[config.mk]
export PLATFORM = sky130hd
export DESIGN_NAME = elevator_bank_controller
export DESIGN_NICKNAME = d
export VERILOG_FILES = /design/src/rtl/ebc_pkg.sv /design/src/rtl/elevator_bank_controller.sv
export SDC_FILE = /design/constraint.sdc
export NUM_CORES = 1
export LEC_CHECK = 0
export BUFFER_PORTS_ARGS = -buffer_cell sky130_fd_sc_hd__clkbuf_2
export CORE_ASPECT_RATIO = 1.5
export CORE_MARGIN = 8
export CORE_UTILIZATION = 25
export CTS_CLUSTER_DIAMETER = 30
export DETAILED_ROUTE_END_ITERATION = 8
export GPL_TIMING_DRIVEN = 0
export PLACE_DENSITY = 0.39
export SLEW_MARGIN = 40
export SYNTH_ARGS = -nofsm -noshare
export SYNTH_HDL_FRONTEND = slang
export SYNTH_SLANG_ARGS = --single-unit
[constraint.sdc]
create_clock -name clk -period 11.3 [get_ports clk]
set_input_delay 2.26 -clock clk [delete_from_list [all_inputs] [get_ports clk]]
set_output_delay 2.26 -clock clk [all_outputs]
set_load 0.01 [all_outputs]
[src/rtl/ebc_pkg.sv]
`timescale 1ns / 1ps

package ebc_pkg;

  // Fixed field widths
  localparam int LVL_W      = 6;
  localparam int DIR_W      = 2;
  localparam int CAR_W      = 2;
  localparam int CFG_IDX_W  = 2;
  localparam int CFG_DATA_W = 6;
  localparam int RUN_W      = 4;
  localparam int SCORE_W    = 7;

  localparam int DEF_CARS    = 4;
  localparam int DEF_FLOORS  = 64;
  localparam int MAX_REPORTS = 4;

  localparam logic [SCORE_W-1:0] SCORE_MAX = 7'h7f;

  localparam logic [LVL_W-1:0] MIN_FLOOR_RST = 6'd1;
  localparam logic [LVL_W-1:0] MAX_FLOOR_RST = 6'd10;
  localparam logic [RUN_W-1:0] RUN_MASK_RST  = 4'd0;

  // Car direction codes
  localparam logic [DIR_W-1:0] DIR_UP    = 2'd0;
  localparam logic [DIR_W-1:0] DIR_DOWN  = 2'd1;
  localparam logic [DIR_W-1:0] DIR_STAND = 2'd2;

  // Input opcodes
  localparam logic OP_REQUEST = 1'b0;
  localparam logic OP_TICK    = 1'b1;

  // Result kinds
  localparam logic KIND_ANSWER = 1'b0;
  localparam logic KIND_REPORT = 1'b1;

  // Status codes
  localparam logic ST_OK        = 1'b0;
  localparam logic ST_BAD_FLOOR = 1'b1;

  // Register indexes
  localparam logic [CFG_IDX_W-1:0] REG_MIN_FLOOR = 2'd0;
  localparam logic [CFG_IDX_W-1:0] REG_MAX_FLOOR = 2'd1;
  localparam logic [CFG_IDX_W-1:0] REG_RUN_MASK  = 2'd2;

endpackage

[src/rtl/elevator_bank_controller.sv]
`timescale 1ns / 1ps
// Elevator bank controller.
// Input channel (in_valid/in_ready): one item per hall request (opcode 0, floor)
// or per time tick (opcode 1). Output channel (out_valid/out_ready): one
// answer item per request, one report item per car after a tick (at most
// four, the final one flagged by last).
// Car state (level, direction, pending floor bitmap) lives in a single-port
// memory with a registered read; each item visits the cars in index order,
// with a read state and an evaluate state per car.
// A new item is accepted only after the previous one has finished its pass
// over the cars. The answer is loaded once every car has been evaluated;
// the report for car i is loaded when car i is evaluated.
// Reset: min_floor 1, max_floor 10, run_mask 0; all cars read as homed at
// min_floor, standing, with no pending floors. A write to min_floor re-homes
// every car the same way. Configuration is written through cfg_we/cfg_addr/
// cfg_wdata; the user must do so only while the block is idle (not enforced).
// Stall: results sit in an output register; while it is full and not taken,
// the sequencer holds on the report or answer to be loaded; in_ready stays low.
module elevator_bank_controller #(
  parameter int CARS   = ebc_pkg::DEF_CARS,
  parameter int FLOORS = ebc_pkg::DEF_FLOORS
) (
  input  logic                           clk,
  input  logic                           rst,
  input  logic                           in_valid,
  output logic                           in_ready,
  input  logic                           opcode,
  input  logic [ebc_pkg::LVL_W-1:0]      floor,
  output logic                           out_valid,
  input  logic                           out_ready,
  output logic                           kind,
  output logic [ebc_pkg::CAR_W-1:0]      car,
  output logic                           status,
  output logic [ebc_pkg::LVL_W-1:0]      level,
  output logic [ebc_pkg::DIR_W-1:0]      direction,
  output logic                           door_opened,
  output logic                           last,
  input  logic                           cfg_we,
  input  logic [ebc_pkg::CFG_IDX_W-1:0]  cfg_addr,
  input  logic [ebc_pkg::CFG_DATA_W-1:0] cfg_wdata
);

  localparam int CIDX_W = (CARS > 1) ? $clog2(CARS) : 1;
  localparam int IDXX_W = CIDX_W + 2;
  localparam logic [CIDX_W-1:0] LAST_CAR = CIDX_W'(CARS - 1);
  localparam logic [IDXX_W-1:0] LAST_REPORT = IDXX_W'(ebc_pkg::MAX_REPORTS - 1);
  localparam logic [ebc_pkg::LVL_W:0] FLOOR_LIMIT = (ebc_pkg::LVL_W + 1)'(FLOORS);
  localparam logic [ebc_pkg::LVL_W:0] TOP_FLOOR   = (ebc_pkg::LVL_W + 1)'(FLOORS - 1);

  typedef struct packed {
    logic [ebc_pkg::LVL_W-1:0] lvl;
    logic [ebc_pkg::DIR_W-1:0] dir;
    logic [FLOORS-1:0]         pend;
  } car_t;

  typedef enum logic [3:0] {
    S_IDLE     = 4'b0001,
    S_READ     = 4'b0010,
    S_EVAL     = 4'b0100,
    S_REQ_DONE = 4'b1000
  } state_t;

  state_t state, state_next;

  logic [ebc_pkg::LVL_W-1:0] min_floor;
  logic [ebc_pkg::LVL_W-1:0] max_floor;
  logic [ebc_pkg::RUN_W-1:0] run_mask;

  logic                      op_q;
  logic [ebc_pkg::LVL_W-1:0] floor_q;
  logic [CIDX_W-1:0]         idx;

  car_t              mem [CARS];
  logic [CARS-1:0]   vld;
  car_t              rd_q;
  logic              rd_vld;

  logic [CIDX_W-1:0]           best_idx;
  logic [ebc_pkg::SCORE_W-1:0] best_score;
  car_t                        best;

  logic out_free;
  logic out_load;
  logic mem_we;
  logic [CIDX_W-1:0] mem_waddr;
  car_t mem_wdata;

  // Datapath results
  car_t                        cur;
  car_t                        t_next;
  logic                        t_door;
  car_t                        r_next;
  logic                        r_door;
  logic                        r_ok;
  logic [ebc_pkg::SCORE_W-1:0] cur_score;
  logic [IDXX_W-1:0]           idx_ext;
  logic [IDXX_W-1:0]           best_ext;
  logic                        report_en;
  logic                        report_last;

  logic                        o_kind;
  logic [ebc_pkg::CAR_W-1:0]   o_car;
  logic                        o_status;
  car_t                        o_entry;
  logic                        o_door;
  logic                        o_last;

  assign out_free = !out_valid || out_ready;
  assign in_ready = (state == S_IDLE);
  assign idx_ext  = {2'b00, idx};
  assign best_ext = {2'b00, best_idx};

  assign cur = rd_vld ? rd_q : car_t'{lvl: min_floor, dir: ebc_pkg::DIR_STAND, pend: '0};

  // Score of the car being visited for the held request floor
  always_comb begin
    cur_score = ebc_pkg::SCORE_MAX;
    if (cur.dir == ebc_pkg::DIR_STAND) begin
      cur_score = (cur.lvl > floor_q) ? {1'b0, cur.lvl - floor_q} : {1'b0, floor_q - cur.lvl};
    end else if (cur.dir == ebc_pkg::DIR_DOWN && cur.lvl > floor_q) begin
      cur_score = {1'b0, cur.lvl - floor_q};
    end else if (cur.dir == ebc_pkg::DIR_UP && cur.lvl < floor_q) begin
      cur_score = {1'b0, floor_q - cur.lvl};
    end
  end

  // Tick update of the visited car
  always_comb begin
    logic [FLOORS-1:0] lv_bit;
    logic [FLOORS-1:0] ge_mask;
    logic [FLOORS-1:0] le_mask;
    logic [FLOORS-1:0] rest;
    logic              enabled;
    logic              moving;
    logic              hit;
    for (int j = 0; j < FLOORS; j++) begin
      lv_bit[j]  = ({1'b0, cur.lvl} == (ebc_pkg::LVL_W + 1)'(j));
      ge_mask[j] = ((ebc_pkg::LVL_W + 1)'(j) >= {1'b0, cur.lvl});
      le_mask[j] = ((ebc_pkg::LVL_W + 1)'(j) <= {1'b0, cur.lvl});
    end
    enabled = ((idx_ext >> 2) == '0) && run_mask[idx_ext[1:0]];
    moving  = (cur.dir == ebc_pkg::DIR_UP) || (cur.dir == ebc_pkg::DIR_DOWN);
    hit     = (cur.pend & lv_bit) != '0;
    rest    = cur.pend & ~lv_bit;
    t_next  = cur;
    t_door  = 1'b0;
    if (enabled && moving) begin
      if (hit) begin
        t_door      = 1'b1;
        t_next.pend = rest;
        if (rest == '0) begin
          t_next.dir = ebc_pkg::DIR_STAND;
        end else if (cur.dir == ebc_pkg::DIR_UP) begin
          if ((rest & ge_mask) == '0) t_next.dir = ebc_pkg::DIR_DOWN;
        end else begin
          if ((rest & le_mask) == '0) t_next.dir = ebc_pkg::DIR_UP;
        end
      end else if (cur.dir == ebc_pkg::DIR_UP) begin
        if (cur.lvl < max_floor && {1'b0, cur.lvl} < TOP_FLOOR) begin
          t_next.lvl = cur.lvl + 1'b1;
        end
      end else begin
        if (cur.lvl > min_floor) t_next.lvl = cur.lvl - 1'b1;
      end
    end
  end

  // Request update of the chosen car
  always_comb begin
    logic [FLOORS-1:0] f_bit;
    for (int j = 0; j < FLOORS; j++) begin
      f_bit[j] = ({1'b0, floor_q} == (ebc_pkg::LVL_W + 1)'(j));
    end
    r_ok   = (floor_q >= min_floor) && (floor_q <= max_floor) && ({1'b0, floor_q} < FLOOR_LIMIT);
    r_next = best;
    r_door = 1'b0;
    if (best.pend == '0) begin
      if (floor_q > best.lvl) begin
        r_next.dir  = ebc_pkg::DIR_UP;
        r_next.pend = f_bit;
      end else if (floor_q < best.lvl) begin
        r_next.dir  = ebc_pkg::DIR_DOWN;
        r_next.pend = f_bit;
      end else begin
        r_next.dir = ebc_pkg::DIR_STAND;
        r_door     = 1'b1;
      end
    end else begin
      r_next.pend = best.pend | f_bit;
    end
  end

  assign report_en   = (idx_ext <= LAST_REPORT);
  assign report_last = (idx == LAST_CAR) || (idx_ext == LAST_REPORT);

  // Sequencer
  always_comb begin
    state_next = state;
    out_load   = 1'b0;
    mem_we     = 1'b0;
    mem_waddr  = idx;
    mem_wdata  = t_next;
    o_kind     = ebc_pkg::KIND_REPORT;
    o_car      = idx_ext[ebc_pkg::CAR_W-1:0];
    o_status   = ebc_pkg::ST_OK;
    o_entry    = t_next;
    o_door     = t_door;
    o_last     = report_last;
    unique case (state)
      S_IDLE: begin
        if (in_valid) state_next = S_READ;
      end
      S_READ: begin
        state_next = S_EVAL;
      end
      S_EVAL: begin
        if (op_q == ebc_pkg::OP_TICK) begin
          if (!report_en || out_free) begin
            mem_we   = 1'b1;
            out_load = report_en;
            state_next = (idx == LAST_CAR) ? S_IDLE : S_READ;
          end
        end else begin
          state_next = (idx == LAST_CAR) ? S_REQ_DONE : S_READ;
        end
      end
      S_REQ_DONE: begin
        o_kind    = ebc_pkg::KIND_ANSWER;
        o_car     = best_ext[ebc_pkg::CAR_W-1:0];
        o_status  = r_ok ? ebc_pkg::ST_OK : ebc_pkg::ST_BAD_FLOOR;
        o_entry   = r_ok ? r_next : best;
        o_door    = r_ok && r_door;
        o_last    = 1'b1;
        mem_waddr = best_idx;
        mem_wdata = r_next;
        if (out_free) begin
          out_load   = 1'b1;
          mem_we     = r_ok;
          state_next = S_IDLE;
        end
      end
      default: state_next = S_IDLE;
    endcase
  end

  always_ff @(posedge clk) begin
    if (rst) begin
      state     <= S_IDLE;
      min_floor <= ebc_pkg::MIN_FLOOR_RST;
      max_floor <= ebc_pkg::MAX_FLOOR_RST;
      run_mask  <= ebc_pkg::RUN_MASK_RST;
      vld       <= '0;
      out_valid <= 1'b0;
      idx       <= '0;
    end else begin
      state <= state_next;
      if (cfg_we) begin
        unique case (cfg_addr)
          ebc_pkg::REG_MIN_FLOOR: min_floor <= cfg_wdata[ebc_pkg::LVL_W-1:0];
          ebc_pkg::REG_MAX_FLOOR: max_floor <= cfg_wdata[ebc_pkg::LVL_W-1:0];
          ebc_pkg::REG_RUN_MASK:  run_mask  <= cfg_wdata[ebc_pkg::RUN_W-1:0];
          default: ;
        endcase
      end
      // Re-home every car on a min_floor write
      if (cfg_we && cfg_addr == ebc_pkg::REG_MIN_FLOOR) begin
        vld <= '0;
      end else if (mem_we) begin
        vld[mem_waddr] <= 1'b1;
      end
      if (out_load) begin
        out_valid <= 1'b1;
      end else if (out_ready) begin
        out_valid <= 1'b0;
      end
      if (state == S_IDLE) begin
        idx <= '0;
      end else if (state == S_EVAL && state_next == S_READ) begin
        idx <= idx + 1'b1;
      end
    end
  end

  always_ff @(posedge clk) begin
    if (state == S_IDLE && in_valid) begin
      op_q    <= opcode;
      floor_q <= floor;
    end
    if (state == S_READ) begin
      rd_q   <= mem[idx];
      rd_vld <= vld[idx];
    end
    if (mem_we) begin
      mem[mem_waddr] <= mem_wdata;
    end
    // Keep the best car so far; ties stay with the lower index
    if (state == S_EVAL && op_q == ebc_pkg::OP_REQUEST) begin
      if (idx == '0 || cur_score < best_score) begin
        best_score <= cur_score;
        best_idx   <= idx;
        best       <= cur;
      end
    end
    if (out_load) begin
      kind        <= o_kind;
      car         <= o_car;
      status      <= o_status;
      level       <= o_entry.lvl;
      direction   <= o_entry.dir;
      door_opened <= o_door;
      last        <= o_last;
    end
  end

endmodule

==> results.py <==
metrics = {
    "clock_tree": {
        "cts_setup_buffers": 0,
        "clockBufferDepth": 3,
        "clkTransAtPathRegs_ns": 0.05,
        "root_buffer": "clkbuf_16",
        "htree_levels": 3,
        "ctsHoldBuffers": 0,
        "clkLatencyLatePin_ns": 0.72,
        "numCtsBuffers": 101,
        "clkSinkCount": 490,
        "cts_tree": "yes",
        "ctsResizeCount": 0,
    },
    "yosys": {
        "synth_area_leaders": "edfxtp_1, mux4_2, ha_1, a21oi_1, o21ai_0",
        "yosys.area.top_type": "edfxtp_1",
        "ys_ff_latch": 490,
        "synth_top_cell_area_share_pct": 56.98,
        "ys_async_sr_fraction_pct": 0,
        "yosysWarnings": 0,
        "synthesis.area_um2": 24400,
        "synth_edf_count": 463,
        "seq_area_frac_synth_pct": 59.20,
        "synth_cell_type_count": 103,
        "post_synth.cell_area_avg_um2": 12.86,
        "syn_nets": 1973,
        "synthFlopType": "edfxtp_1",
        "synth_common_cells": "edfxtp_1, a21oi_1, o21ai_0",
        "synthCells": 1897,
        "synth_most_common_cell": "edfxtp_1",
    },
    "run_status": {
        "run_status": "finished, final reports clean",
    },
    "pwr": {
        "seq_power_share_pct": 38.0,
        "irDropWorstVdd_mv": 0.1063,
        "leakagePower_nw": 10.62,
        "swShare_pct": 26.06,
        "p_comb_share_pct": 6.1,
        "power.share.clock_pct": 55.9,
        "power_w": 0.005320,
        "cell_internal_pwr_w": 0.003934,
        "p_switching_w": 0.001386,
        "power.density_nw_per_um2": 172.7,
    },
    "timing": {
        "relSlewSlack_pct": 36.96,
        "skew_ns": 0.06469,
        "rsz0062_at_grt": "false",
        "fin_crit_sh_pct": 62.14,
        "max_freq_mhz": 142.4,
        "max_slew.worst_pin.slew_ns": 0.9378,
        "hold_violations": 0,
        "setup_viol": 0,
        "slew_violations": 0,
        "min_period_ns": 7.022,
    },
    "cells_and_area": {
        "multiInputGateArea_um2": 9321,
        "fill_cells": 9694,
        "fin_cells": 3503,
        "area_growth_pct": 26.24,
        "drive_gt1_share_pct": 23.87,
        "seqCellArea_um2": 14440,
        "fin_util_pct": 31.80,
        "num-nets-final": 2207,
    },
    "drt": {
        "viasPerCell": 5.526,
        "post_drt_wl_per_cell_um": 39.81,
        "postRouteAntennaNets": 0,
        "vias": 19356,
        "wl_um": 139500,
        "drcViolationCount": 0,
        "drt_pre_antenna_iters": 6,
        "drtIter0Drc": 2239,
    },
    "worst_setup_path": {
        "arrival_ns": 7.38,
        "crit_fanout": 10,
        "critical_path_class": "reg2reg",
        "worst_setup_path_end_kind": "register",
        "r2r_cells": 18,
        "worst_ep_required_time_ns": 11.66,
        "start_kind": "register",
    },
    "grt": {
        "grt_pass1_vias": 19793,
        "grt_pass1_wl_um": 184400,
        "antenna_found_initial": 5,
        "grt_usage_pct": 25.39,
        "grt.overflow.total": 0,
        "grt_max_degree": 17,
    },
    "min_path": {
        "hp-class": "reg2reg",
        "min_path_cells": 1,
    },
    "floorplan": {
        "start_util_pct": 25.19,
        "design.core.area_um2": 96870,
        "num_rows": 140,
        "die_y_um": 398.6,
        "design.die.area_um2": 108100,
        "pin_count": 36,
        "die_w_um": 271.1,
    },
    "flow_run": {
        "maxCapViolations": 0,
    },
    "placement": {
        "io_buffers": 35,
        "place.detailed.hpwl_um": 111700,
        "dp_cells": 3305,
        "routabilityCongestion": 0.9868,
    },
}
metal layers:
layer	global-route usage (%)	up-vias	wire [um]
met5	0	-	0
met4	23.75	0	15400
met3	3.678	395	6402
met2	43.52	940	68360
met1	26.65	9983	49300
li1	-	8038	-
final timing paths:
check              start          to  slack (ns)
setup / recovery  rd_vld  mem[2][64]        4.28
hold / removal    vld[3]      vld[3]        0.46
setup reg to reg  rd_vld  mem[2][64]        4.28
hold reg to reg   vld[3]      vld[3]        0.46
placed cells by master, fill, tap and decap left out, drive strengths merged, types with 32 or more instances in the layout:
cell      n
o21ai   138
clkbuf  208
clkinv   35
a21oi   129
nor2     82
inv     121
o211ai   60
nand2   120
and2     44
edfxtp  463
buf     152
mux4     74
ha       54
nand3    32
power by group through the flow:
stage | Combinational, W | Clock, W | Sequential, W
2_1_floorplan | 0.000157 | 0 | 0.00204
3_3_place_gp | 0.000307 | 0 | 0.00206
3_5_place_dp | 0.000319 | 0 | 0.00206
4_1_cts | 0.000320 | 0.00304 | 0.00202
5_1_grt | 0.000336 | 0.00312 | 0.00202
6_report | 0.000325 | 0.00297 | 0.00202
sequential cells by signal, summed over array words and instances, names as in the netlist, 6 cells and up:
signal,count
best,72
best_score,7
floor_q,6
level,6
max_floor,6
mem,288
min_floor,6
rd_q,72
logic make-up after synthesis:
logic type / after synthesis / share of synthesized area, %
buffers and inverters: 208 / 3.800
XOR/XNOR: 6 / 0.2154
AO/OA/AOI/OAI: 568 / 15.44
AND/OR/NAND/NOR: 467 / 10.38
adder cells (fa/ha/maj): 56 / 2.933
flip-flops: 490 / 59.20
multiplexers: 102 / 8.031
worst max-delay path: stages (launching register included):
cell and delay (ns):
edfxtp_1 0.35, buf_6 0.18, buf_12 0.17, buf_8 0.17, buf_6 0.26, mux2i_2 0.72
inv_1 0.47, ha_1 0.43, buf_2 0.26, buf_2 0.31, nor2_1 0.18, o22ai_2 0.19
and3_1 0.24, a2111oi_0 0.65, nor4b_1 0.65, o2111ai_1 0.49, o311ai_1 0.43, o31ai_1 0.24
o21bai_1 0.27
layout make-up:
type	instances	share of cell area, %
tap	1278	5.192
clock inverter	79	2.673
sequential	490	46.90
clock buffer	113	8.519
antenna	5	0.04062
buffer	116	2.007
timing repair buffer	131	3.286
inverter	92	1.121
multi-input combinational	1199	30.26
through the flow:
step	setup slack (ns)	hold slack (ns)	cell area, um^2	setup TNS (ns)
finish	4.278	0.4626	30800	0
global route	4.295	0.4724	30790	0
CTS	4.501	0.4624	30770	0
detailed placement	4.407	0.4518	27330	0
global placement	-6.030	0.4418	26170	-1397.05
floorplan	2.458	0.4354	24400	0
No activity file was read; power rests on OpenSTA's default activity.
